`config.mk`:
```
export PLATFORM = sky130hd
export DESIGN_NAME = scaled_euclidean_norm_top
export DESIGN_NICKNAME = d
export VERILOG_FILES = /design/src/sv/sen_pkg.sv /design/src/sv/sen_digit_mul.sv /design/src/sv/scaled_euclidean_norm_top.sv
export SDC_FILE = /design/constraint.sdc
export NUM_CORES = 2
export LEC_CHECK = 0
export BUFFER_PORTS_ARGS = -buffer_cell sky130_fd_sc_hd__buf_2
export CAP_MARGIN = 15
export CORE_MARGIN = 2
export CORE_UTILIZATION = 64
export DETAILED_ROUTE_END_ITERATION = 10
export HOLD_SLACK_MARGIN = 0.15
export PLACE_DENSITY = 0.81
export SLEW_MARGIN = 10
export SYNTH_ARGS = -nofsm -noshare
export SYNTH_HDL_FRONTEND = slang
export SYNTH_SLANG_ARGS = --single-unit
```
`constraint.sdc`:
```
create_clock -name clk -period 11.5 [get_ports clk]
set_input_delay 0.575 -clock clk [delete_from_list [all_inputs] [get_ports clk]]
set_output_delay 0.575 -clock clk [all_outputs]
set_load 0.01 [all_outputs]
```
`src/sv/sen_pkg.sv`:
```
`timescale 1ns / 1ps

package sen_pkg;

  // field and state widths
  localparam int SAMPLE_W = 32;
  localparam int MAG_W    = 31;
  localparam int FRAC_W   = 32;
  localparam int SSQ_W    = 49;
  localparam int Q_W      = 33;
  localparam int NORM_W   = 55;
  localparam int S_DATA_W = 32;
  localparam int M_DATA_W = 56;

  // restoring divider, one quotient bit per cycle
  localparam int DIV_STEPS = 33;
  localparam int CNT_W     = 6;

  // digit by digit square root
  localparam int ROOT_W  = 25;
  localparam int RAD_W   = 2 * ROOT_W;
  localparam int SQREM_W = ROOT_W + 1;

  // digit serial multiplier
  localparam int MUL_A_W    = 49;
  localparam int DIGIT_W    = 4;
  localparam int MUL_DIGITS = 9;
  localparam int MUL_B_W    = DIGIT_W * MUL_DIGITS;
  localparam int MUL_CNT_W  = 4;
  localparam int ACC_W      = MUL_A_W + MUL_B_W;

  localparam logic [SSQ_W-1:0]  SSQ_ONE  = SSQ_W'(64'h1_0000_0000);
  localparam logic [SSQ_W-1:0]  SSQ_MAX  = {SSQ_W{1'b1}};
  localparam logic [MAG_W-1:0]  MAG_MAX  = {MAG_W{1'b1}};
  localparam logic [NORM_W-1:0] NORM_MAX = {NORM_W{1'b1}};

  typedef enum logic [3:0] {
    S_IDLE,
    S_DIV,
    S_SQ_GO,
    S_SQ_WAIT,
    S_SS_GO,
    S_SS_WAIT,
    S_SQ_INIT,
    S_SQRT,
    S_NM_GO,
    S_NM_WAIT,
    S_FIN
  } state_t;

  // multiply request from the sequencer
  typedef struct packed {
    logic               start;
    logic [MUL_A_W-1:0] a;
    logic [MUL_B_W-1:0] b;
  } mul_req_t;

endpackage

```
`src/sv/sen_digit_mul.sv`:
```
`timescale 1ns / 1ps

module sen_digit_mul (
  input  logic                      clk,
  input  logic                      rst,
  input  sen_pkg::mul_req_t         req,
  output logic                      done,
  output logic [sen_pkg::ACC_W-1:0] prod
);

  logic [sen_pkg::MUL_A_W-1:0]   a_reg;
  logic [sen_pkg::MUL_B_W-1:0]   b_reg;
  logic [sen_pkg::ACC_W-1:0]     acc;
  logic [sen_pkg::MUL_CNT_W-1:0] cnt;
  logic                          busy;
  logic [sen_pkg::MUL_A_W+sen_pkg::DIGIT_W-1:0] partial;
  logic [sen_pkg::ACC_W-1:0]     acc_next;

  // one multiplier digit per cycle, most significant first
  assign partial  = a_reg * b_reg[sen_pkg::MUL_B_W-1 -: sen_pkg::DIGIT_W];
  assign acc_next = {acc[sen_pkg::ACC_W-sen_pkg::DIGIT_W-1:0], {sen_pkg::DIGIT_W{1'b0}}}
                    + sen_pkg::ACC_W'(partial);
  assign prod     = acc;

  // control
  always_ff @(posedge clk) begin
    if (rst) begin
      busy <= 1'b0;
      done <= 1'b0;
      cnt  <= '0;
    end else begin
      done <= 1'b0;
      if (req.start) begin
        busy <= 1'b1;
        cnt  <= '0;
      end else if (busy) begin
        cnt <= cnt + 1'b1;
        if (cnt == sen_pkg::MUL_CNT_W'(sen_pkg::MUL_DIGITS - 1)) begin
          busy <= 1'b0;
          done <= 1'b1;
        end
      end
    end
  end

  // operands and accumulator
  always_ff @(posedge clk) begin
    if (req.start) begin
      a_reg <= req.a;
      b_reg <= req.b;
      acc   <= '0;
    end else if (busy) begin
      b_reg <= {b_reg[sen_pkg::MUL_B_W-sen_pkg::DIGIT_W-1:0], {sen_pkg::DIGIT_W{1'b0}}};
      acc   <= acc_next;
    end
  end

endmodule

```
`src/sv/scaled_euclidean_norm_top.sv`:
```
`timescale 1ns / 1ps

// Streaming Euclidean norm with running scale. Each signed sample updates the
// largest magnitude seen and a fixed point sum of squares scaled by it (17
// integer, 32 fraction bits, saturating); the request marked last returns
// scale*sqrt(ssq) with 16 fraction bits and clears the state. A zero sample
// skips the divider. A nonzero sample goes through the 33-step restoring
// divider (one quotient bit per cycle), which dominates, followed by one pass
// through a 4-bit-per-cycle serial multiplier when it does not exceed the
// current scale and two when it does. The last sample adds a 25-step square
// root and the final multiply. Samples are accepted one at a time; a finished
// norm waits in the output register while the next vector streams in.
module scaled_euclidean_norm_top (
  input  logic                         clk,
  input  logic                         rst,
  input  logic                         s_tvalid,
  output logic                         s_tready,
  input  logic [sen_pkg::S_DATA_W-1:0] s_tdata,   // [31:0] sample
  input  logic                         s_tlast,   // last
  output logic                         m_tvalid,
  input  logic                         m_tready,
  output logic [sen_pkg::M_DATA_W-1:0] m_tdata    // [54:0] norm, [55] zero
);

  sen_pkg::state_t state, state_next;

  logic [sen_pkg::MAG_W-1:0]   scale;
  logic [sen_pkg::SSQ_W-1:0]   ssq;
  logic [sen_pkg::MAG_W-1:0]   mag_reg;
  logic                        last_reg;
  logic                        grow;
  logic [sen_pkg::MAG_W:0]     div_rem;
  logic [sen_pkg::MAG_W-1:0]   div_den;
  logic [sen_pkg::Q_W-1:0]     quo;
  logic [sen_pkg::CNT_W-1:0]   cnt;
  logic [sen_pkg::RAD_W-1:0]   sq_rad;
  logic [sen_pkg::SQREM_W-1:0] sq_rem;
  logic [sen_pkg::ROOT_W-1:0]  sq_root;
  logic [sen_pkg::NORM_W-1:0]  norm;

  logic                        accept;
  logic [sen_pkg::SAMPLE_W-1:0] neg;
  logic [sen_pkg::MAG_W-1:0]   mag;
  logic                        div_ge;
  logic [sen_pkg::MAG_W:0]     div_diff;
  logic [sen_pkg::MAG_W:0]     div_keep;
  logic                        div_end;
  logic [sen_pkg::SQREM_W+1:0] sq_sh;
  logic [sen_pkg::SQREM_W+1:0] sq_trial;
  logic                        sq_ge;
  logic [sen_pkg::SQREM_W+1:0] sq_diff;
  logic                        sqrt_end;
  logic [sen_pkg::Q_W-1:0]     q_new;
  logic [sen_pkg::SSQ_W:0]     add_sum;
  logic [sen_pkg::SSQ_W:0]     grow_sum;
  logic                        out_free;
  logic [sen_pkg::NORM_W-1:0]  norm_sat;

  sen_pkg::mul_req_t           mul_req;
  logic                        mul_done;
  logic [sen_pkg::ACC_W-1:0]   mul_prod;

  sen_digit_mul u_mul (
    .clk  (clk),
    .rst  (rst),
    .req  (mul_req),
    .done (mul_done),
    .prod (mul_prod)
  );

  // sample magnitude, most negative value saturates
  assign neg = -s_tdata;
  always_comb begin
    if (!s_tdata[sen_pkg::SAMPLE_W-1]) begin
      mag = s_tdata[sen_pkg::MAG_W-1:0];
    end else if (neg[sen_pkg::SAMPLE_W-1]) begin
      mag = sen_pkg::MAG_MAX;
    end else begin
      mag = neg[sen_pkg::MAG_W-1:0];
    end
  end

  assign accept = s_tvalid && s_tready;

  // restoring divider step
  assign div_diff = div_rem - {1'b0, div_den};
  assign div_ge   = (div_rem >= {1'b0, div_den});
  assign div_keep = div_ge ? div_diff : div_rem;
  assign div_end  = (cnt == sen_pkg::CNT_W'(sen_pkg::DIV_STEPS - 1));

  // square root step, two radicand bits per cycle
  assign sq_sh    = {sq_rem, sq_rad[sen_pkg::RAD_W-1 -: 2]};
  assign sq_trial = {1'b0, sq_root, 2'b01};
  assign sq_ge    = (sq_sh >= sq_trial);
  assign sq_diff  = sq_sh - sq_trial;
  assign sqrt_end = (cnt == sen_pkg::CNT_W'(sen_pkg::ROOT_W - 1));

  // ssq updates with saturation
  assign q_new    = mul_prod[sen_pkg::FRAC_W +: sen_pkg::Q_W];
  assign add_sum  = {1'b0, ssq} + (sen_pkg::SSQ_W + 1)'(q_new);
  assign grow_sum = {1'b0, mul_prod[sen_pkg::FRAC_W +: sen_pkg::SSQ_W]}
                    + {1'b0, sen_pkg::SSQ_ONE};

  // final product clipped to the norm width
  assign norm_sat = (mul_prod[sen_pkg::ACC_W-1:sen_pkg::NORM_W] != '0)
                    ? sen_pkg::NORM_MAX : mul_prod[sen_pkg::NORM_W-1:0];

  assign out_free = !m_tvalid || m_tready;

  // state register
  always_ff @(posedge clk) begin
    if (rst) begin
      state <= sen_pkg::S_IDLE;
    end else begin
      state <= state_next;
    end
  end

  // next state and sequencer outputs
  always_comb begin
    state_next = state;
    s_tready   = 1'b0;
    mul_req    = '0;
    case (state)
      sen_pkg::S_IDLE: begin
        s_tready = !rst;
        if (s_tvalid) begin
          if (mag != '0) begin
            state_next = sen_pkg::S_DIV;
          end else if (s_tlast) begin
            state_next = sen_pkg::S_SQ_INIT;
          end
        end
      end
      sen_pkg::S_DIV: begin
        if (div_end) begin
          state_next = sen_pkg::S_SQ_GO;
        end
      end
      sen_pkg::S_SQ_GO: begin
        mul_req.start = 1'b1;
        mul_req.a     = sen_pkg::MUL_A_W'(quo);
        mul_req.b     = sen_pkg::MUL_B_W'(quo);
        state_next    = sen_pkg::S_SQ_WAIT;
      end
      sen_pkg::S_SQ_WAIT: begin
        if (mul_done) begin
          if (grow) begin
            state_next = sen_pkg::S_SS_GO;
          end else if (last_reg) begin
            state_next = sen_pkg::S_SQ_INIT;
          end else begin
            state_next = sen_pkg::S_IDLE;
          end
        end
      end
      sen_pkg::S_SS_GO: begin
        mul_req.start = 1'b1;
        mul_req.a     = ssq;
        mul_req.b     = sen_pkg::MUL_B_W'(quo);
        state_next    = sen_pkg::S_SS_WAIT;
      end
      sen_pkg::S_SS_WAIT: begin
        if (mul_done) begin
          state_next = last_reg ? sen_pkg::S_SQ_INIT : sen_pkg::S_IDLE;
        end
      end
      sen_pkg::S_SQ_INIT: begin
        state_next = sen_pkg::S_SQRT;
      end
      sen_pkg::S_SQRT: begin
        if (sqrt_end) begin
          state_next = sen_pkg::S_NM_GO;
        end
      end
      sen_pkg::S_NM_GO: begin
        mul_req.start = 1'b1;
        mul_req.a     = sen_pkg::MUL_A_W'(scale);
        mul_req.b     = sen_pkg::MUL_B_W'(sq_root);
        state_next    = sen_pkg::S_NM_WAIT;
      end
      sen_pkg::S_NM_WAIT: begin
        if (mul_done) begin
          state_next = sen_pkg::S_FIN;
        end
      end
      sen_pkg::S_FIN: begin
        if (out_free) begin
          state_next = sen_pkg::S_IDLE;
        end
      end
      default: begin
        state_next = sen_pkg::S_IDLE;
      end
    endcase
  end

  // running scale and sum of squares
  always_ff @(posedge clk) begin
    if (rst) begin
      scale <= '0;
      ssq   <= sen_pkg::SSQ_ONE;
    end else begin
      case (state)
        sen_pkg::S_SQ_WAIT: begin
          if (mul_done && !grow) begin
            ssq <= add_sum[sen_pkg::SSQ_W] ? sen_pkg::SSQ_MAX : add_sum[sen_pkg::SSQ_W-1:0];
          end
        end
        sen_pkg::S_SS_WAIT: begin
          if (mul_done) begin
            ssq   <= grow_sum[sen_pkg::SSQ_W] ? sen_pkg::SSQ_MAX
                                               : grow_sum[sen_pkg::SSQ_W-1:0];
            scale <= mag_reg;
          end
        end
        sen_pkg::S_FIN: begin
          if (out_free) begin
            scale <= '0;
            ssq   <= sen_pkg::SSQ_ONE;
          end
        end
        default: begin
        end
      endcase
    end
  end

  // divider, square root and working registers
  always_ff @(posedge clk) begin
    case (state)
      sen_pkg::S_IDLE: begin
        if (accept) begin
          mag_reg  <= mag;
          last_reg <= s_tlast;
          grow     <= (scale < mag);
          quo      <= '0;
          cnt      <= '0;
          if (scale < mag) begin
            div_rem <= {1'b0, scale};
            div_den <= mag;
          end else begin
            div_rem <= {1'b0, mag};
            div_den <= scale;
          end
        end
      end
      sen_pkg::S_DIV: begin
        div_rem <= {div_keep[sen_pkg::MAG_W-1:0], 1'b0};
        quo     <= {quo[sen_pkg::Q_W-2:0], div_ge};
        cnt     <= cnt + 1'b1;
      end
      sen_pkg::S_SQ_WAIT: begin
        if (mul_done) begin
          quo <= q_new;
        end
      end
      sen_pkg::S_SQ_INIT: begin
        sq_rad  <= sen_pkg::RAD_W'(ssq);
        sq_rem  <= '0;
        sq_root <= '0;
        cnt     <= '0;
      end
      sen_pkg::S_SQRT: begin
        sq_rad  <= {sq_rad[sen_pkg::RAD_W-3:0], 2'b00};
        sq_rem  <= sq_ge ? sq_diff[sen_pkg::SQREM_W-1:0] : sq_sh[sen_pkg::SQREM_W-1:0];
        sq_root <= {sq_root[sen_pkg::ROOT_W-2:0], sq_ge};
        cnt     <= cnt + 1'b1;
      end
      default: begin
      end
    endcase
  end

  // output register
  always_ff @(posedge clk) begin
    if (rst) begin
      m_tvalid <= 1'b0;
    end else if (state == sen_pkg::S_FIN && out_free) begin
      m_tvalid <= 1'b1;
    end else if (m_tready) begin
      m_tvalid <= 1'b0;
    end
  end

  always_ff @(posedge clk) begin
    if (state == sen_pkg::S_FIN && out_free) begin
      norm <= norm_sat;
    end
  end

  assign m_tdata = sen_pkg::M_DATA_W'(norm);

endmodule

```
-- Word level (Yosys, flattened, before mapping)
Cells that the tools add are included.
- register bits after elaboration: 552
- input bits: 37
- bitwise operators: 1
- order comparisons: 3
- $mul: 1
- multiplexer cells: 47
- add/subtract/negate cells: 8
- equality and inequality tests: 23
- reduce and logical (&&, ||, !) cells: 28
- operators by type and width (operator ; count):
    $pmux 86 s3 ; 1
    $mux 49 ; 5
    $mux 31 ; 7
    $pmux 49 s3 ; 1
    $pmux 50 s2 ; 1
    $pmux 33 s3 ; 1
    $add 85x53->85 ; 1
    $mux 36 ; 2
    $mux 33 ; 2
    $pmux 32 s2 ; 1
    $pmux 31 s2 ; 1
    $mul 49x4->53 ; 1
    $pmux 26 s2 ; 1
    $add 49x33->50 ; 1
    $add 49x33->50 const B ; 1
    $pmux 25 s2 ; 1
    $pmux 4 s11 ; 1
    $mux 4 ; 9
    $ge 32x31->1 ; 1
    $mux 32 ; 1
    $neg 32->32 ; 1
    $lt 31x31->1 ; 1
    $reduce_bool 31->1 ; 1
    $sub 31x31->31 ; 1
    other kinds (32) ; 67

-- Logic depth before layout (Yosys ltp)
- depth in word-level cells: 7
- mapped depth: 24
- mapped depth without buffers: 21

-- Cells and area by module
From an unflattened synthesis, not the netlist that was laid out.
- cell total of the unflattened synthesis: 4295
- area, all modules: 39167.6 um2
- modules (own cells, without submodules) (module ; sequential area each (um2) ; times used ; area an instance (um2) ; cells an instance):
    scaled_euclidean_norm_top ; 10440.0 ; 1 ; 24219.5 ; 2704
    sen_digit_mul ; 4374.2 ; 1 ; 14948.1 ; 1591

-- Worst setup path after synthesis
Ideal clock, no wire load.
- path kind: register to register
- from: register state[1]
- to: register state[2]
- period minus slack after synthesis: 10.352 ns
- arrival time: 10.256 ns
- library setup time: 0.095 ns
- setup slack: 1.148 ns
- required time: 11.405 ns
- stages on the path, launching flop included: 11
- cells stage by stage: dfxtp_1 -> clkbuf_1 -> inv_1 -> nor3_1 -> nand2_1 -> a31oi_1 -> o21ai_0 -> o2111ai_1 -> a21oi_1 -> and2_1 -> a221oi_1
- cells in the longest elaborated chain, start to end: 3
- ends and longest elaborated chain (what ; RTL line ; source):
    from (decl) ; scaled_euclidean_norm_top.sv:25 ; sen_pkg::state_t state, state_next;
    from (signal assigned) ; scaled_euclidean_norm_top.sv:113 ; state <= sen_pkg::S_IDLE;
    from (signal assigned) ; scaled_euclidean_norm_top.sv:115 ; state <= state_next;
    $eq 4x4->1, or another cell as far along ; scaled_euclidean_norm_top.sv:124 ; case (state)
    $ne 2x1->1 (no source line), or another cell as far along ; - ;
    $reduce_and 8->1 (no source line) ; - ;
Parallel ways exist; a longest one is shown, timed or not.
A chain may end at the register's enable or synchronous reset.

-- Worst setup path in the final report
- from: input s_tdata[10] (netlist bit)
- to: register div_rem[20] (netlist bit) (data pin)
- cells in the longest elaborated chain, start to end: 7
- ends and longest elaborated chain (what ; RTL line ; source):
    from (decl) ; scaled_euclidean_norm_top.sv:18 ; input logic [sen_pkg::S_DATA_W-1:0] s_tdata,
    $neg 32->32 ; scaled_euclidean_norm_top.sv:72 ; assign neg = -s_tdata;
    $mux 31 ; scaled_euclidean_norm_top.sv:76 ; end else if (neg[sen_pkg::SAMPLE_W-1]) begin
    $mux 31 ; scaled_euclidean_norm_top.sv:74 ; if (!s_tdata[sen_pkg::SAMPLE_W-1]) begin
    net mag, one bit ; scaled_euclidean_norm_top.sv:43 ; logic [sen_pkg::MAG_W-1:0] mag;
    $lt 31x31->1 ; scaled_euclidean_norm_top.sv:239 ; if (scale < mag) begin
    $mux 31 ; scaled_euclidean_norm_top.sv:239 ;
    $mux 32 ; scaled_euclidean_norm_top.sv:233 ; if (accept) begin
    $pmux 32 s2 ; scaled_euclidean_norm_top.sv:231 ; case (state)
    to (signal assigned) ; scaled_euclidean_norm_top.sv:240 ; div_rem <= {1'b0, scale};
    to (signal assigned) ; scaled_euclidean_norm_top.sv:243 ; div_rem <= {1'b0, mag};
    to (signal assigned) ; scaled_euclidean_norm_top.sv:249 ; div_rem <= {div_keep[sen_pkg::MAG_W-1:0], 1'b0};
    to (decl) ; scaled_euclidean_norm_top.sv:32 ; logic [sen_pkg::MAG_W:0] div_rem;
The timed path passes the listed nets, and every way through them passes these cells. The select of a mux whose other input is x is not followed.

==> reports/qor.csv <==
metric,value,unit
hold_violations,0,
cts_buffer_depth,3,
grt_pass1_wl,157,mm
n_fill_cell,4565,
synth_edf_count,376,
max-vdd-ir-drop,0.000322,V
globalplace.congestion,0.976,
synth_ff_type,edfxtp_1,
worst-r2r-cell-count,19,
syn_avg_cell_area,9.18,um^2
finalNetCount,4461,
syn_nets,4491,
crit_slowest_cell,a31oi_4,
r2r-start,u_mul.b_reg[34],
start_kind,input pin,
vias_per_cell,6.23,
final_area,40900,um^2
place.port_buffers,93,
dp.cells,4802,
clock-sinks,552,
dp_hpwl,72.0,mm
seq_area_frac_synth,0.391,
drt_first_pass_iters,6,
die_area,61100,um^2
die_w,247,um
final_common_cell,nand2_1,
crit_path_max_fanout,52,
drtAntennaViolNets,0,
hp-class,in2reg,
synth_largest_area_cell,edfxtp_1,
drive_gt1_frac,0.0758,
max_slew_margin,0.213,
track_usage,0.328,
rrSetupSlack,4.99,ns
drt_iter0_markers,3119,
cts_resized,0,
ys_warn_count,0,
min_period,6.78,ns
rsz0062_at_grt,no,
maxSlewViolCount,0,
critPathKind,in2reg,
cts_tree,built,
grt_pass1_vias,28455,
coreArea,58800,um^2
max_stage_delay,0.92,ns
hold_start,s_tlast,
rows,89,
fin_skew,0.0294,ns
htree_levels,2,
cts.clk_slew.worst_paths,0.06,ns
die_h,247,um
vias,30624,
worstPathRequired,11.86,ns
worstMarginPinSlew,1.18,ns
antenna_found_initial,1,
end_kind,register,
min_path_cells,1,
final.setup.tns,0,ns
place_area,38800,um^2
path_cells,"buf_2, nor4_1, nand4b_1, nor3_1, nand3_1, nand2b_1, inv_1, ha_1, a21o_1, a21o_1, a21o_1, a21o_1, a21oi_1, o21ai_0, a2111o_1, a31oi_4, buf_4, mux2_2, nor2_1, a21oi_1",
crit_family,simple AND/OR/NAND/NOR gates,
p_per_area,341,nW/um^2
netlist.area_leader.share,0.298,
p_clk_frac,0.140,
path_buf_inv,3,
wire_per_inst,20.4,um
synthArstFlopShare,0,
wl,100,mm
grt_remaining_overflow,0,
whs_endpoint,last_reg,
pin_count,95,
final_cell_mix,"nand2_1 (535), edfxtp_1 (376), inv_1 (350)",
largest_reg_flops,85,
power_switching,6.68,mW
start_util,0.644,
cts_buffers,58,
power.leakage,17.1,nW
p_int,7.26,mW
syn2layout_area_growth,8.00,%
setup_viol,0,
clk_root_buffer_cell,clkbuf_16,
multi_input_area,21000,um^2
grt_start_max_net_pins,96,
synth-seq-cells,552,
drc_errors,0,
fin_cells,4916,
clk_latency,0.65,ns
cap_violations,0,
sw_frac_of_total,0.479,
arrival,7.14,ns
p_comb_frac,0.632,
syn_inst,4122,
ys_top_cells_by_area,"edfxtp_1 (30%), dfxtp_1 (9.3%), fa_1 (7.6%), ha_1 (6.2%), nand2_1 (5.3%)",
status,"finished, final reports clean",
synth_area,37900,um^2
period_share,0.590,
totalPowerFinal,13.9,mW
r2r_end,u_mul.prod[50],
crit_path_frequent_cell,a21o_1,
cts_setup_buffers,0,
synth_cell_types,79,
fmax,147,MHz
seqCellArea,14800,um^2
cts_hold_buf,0,
pwr-share-seq,0.228,
-- synth_stat cells, types with 14 or more instances --
| cell type | instances |
|---|---|
| and3_1 | 50 |
| xnor2_1 | 108 |
| a22o_1 | 34 |
| fa_1 | 144 |
| ha_1 | 188 |
| xor2_1 | 95 |
| a21oi_1 | 206 |
| clkbuf_1 | 211 |
| and2_1 | 185 |
| nor2_1 | 339 |
| nand3_1 | 62 |
| dfxtp_1 | 176 |
| o31ai_1 | 14 |
| o21ai_0 | 252 |
| nand2b_1 | 19 |
| or3_1 | 33 |
| edfxtp_1 | 376 |
| inv_1 | 351 |
| nor2b_1 | 28 |
| nor3_1 | 38 |
| o211ai_1 | 16 |
| a22oi_1 | 83 |
| a21o_1 | 82 |
| o21a_1 | 14 |
| nor4_1 | 17 |
| a211oi_1 | 29 |
| a311oi_1 | 41 |
| mux2_2 | 43 |
| nand2_1 | 536 |
| nand4_1 | 55 |
| o21bai_1 | 21 |
| a31oi_1 | 24 |
| mux2i_1 | 82 |
-- power by group through the flow --
| stage | clock network, mW | registers [mW] | logic (mW) |
|---|---|---|---|
| floorplan | 0 | 2.97 | 6.83 |
| global placement | 0 | 3.18 | 8.44 |
| detailed placement | 0 | 3.19 | 8.62 |
| CTS | 1.96 | 3.15 | 8.69 |
| global route | 2.03 | 3.21 | 9.86 |
| finish | 1.95 | 3.17 | 8.81 |
-- metal layers --
| layer | part of all wire | wire length (um) | GRT usage |
|---|---|---|---|
| met2 | 0.46 | 46000 | 0.522 |
| met3 | 0.086 | 8620 | 0.0527 |
| met1 | 0.41 | 41200 | 0.449 |
| met4 | 0.044 | 4400 | 0.132 |
| met5 | 0 | 0 | 0 |
-- layout make-up --
cell class,instances,share of cell area
clock inverter,30,0.00735
timing repair buffer,135,0.0200
sequential,552,0.362
inverter,352,0.0324
tap,773,0.0237
clock buffer,80,0.0408
multi-input combinational,2993,0.513
antenna,1,0.0000612
-- stage by stage --
step | setup slack, ns | utilization | hold WS [ns]
5_1_grt | 4.35 | 0.695 | 0.187
4_1_cts | 4.86 | 0.694 | 0.162
3_3_place_gp | 4.37 | 0.661 | 0.465
2_1_floorplan | 1.15 | - | 0.456
3_5_place_dp | 4.19 | 0.661 | 0.476
6_report | 4.72 | 0.695 | 0.191
-- how the worst max path moves through the flow --
stage | start | end | cells after the start
6_report | s_tdata[10] | div_rem[20] | 20
2_1_floorplan | state[1] | state[2] | 10
3_5_place_dp | s_tdata[10] | div_rem[20] | 20
3_3_place_gp | s_tdata[10] | div_rem[20] | 20
4_1_cts | s_tdata[10] | div_rem[20] | 20
5_1_grt | s_tdata[10] | div_rem[20] | 20
-- logic make-up after synthesis --
kind of cell    count (synthesis)  share of synthesized area
simple gates                 1409                      0.174
compound gates                923                      0.157
buf+inv                       577                     0.0576
flops                         552                      0.391
fa+ha+maj                     332                      0.138
xor+xnor                      203                     0.0470
mux                           125                     0.0345
other cells                     1                  0.0000991
-- worst register-to-register path, stage by stage (launching register included) --
cell	delay (ns)
edfxtp_1	0.32
buf_4	0.41
and2_1	0.24
fa_1	0.45
fa_1	0.55
inv_1	0.05
fa_1	0.56
inv_1	0.06
ha_1	0.29
a21o_1	0.19
a21o_1	0.21
a2111oi_0	0.80
o41a_1	0.35
o31ai_1	0.16
and2_1	0.18
o41ai_1	0.74
a31oi_1	0.27
a31oi_1	0.29
xor2_1	0.18
o21ai_0	0.08
No activity file was read; power rests on OpenSTA's default activity.
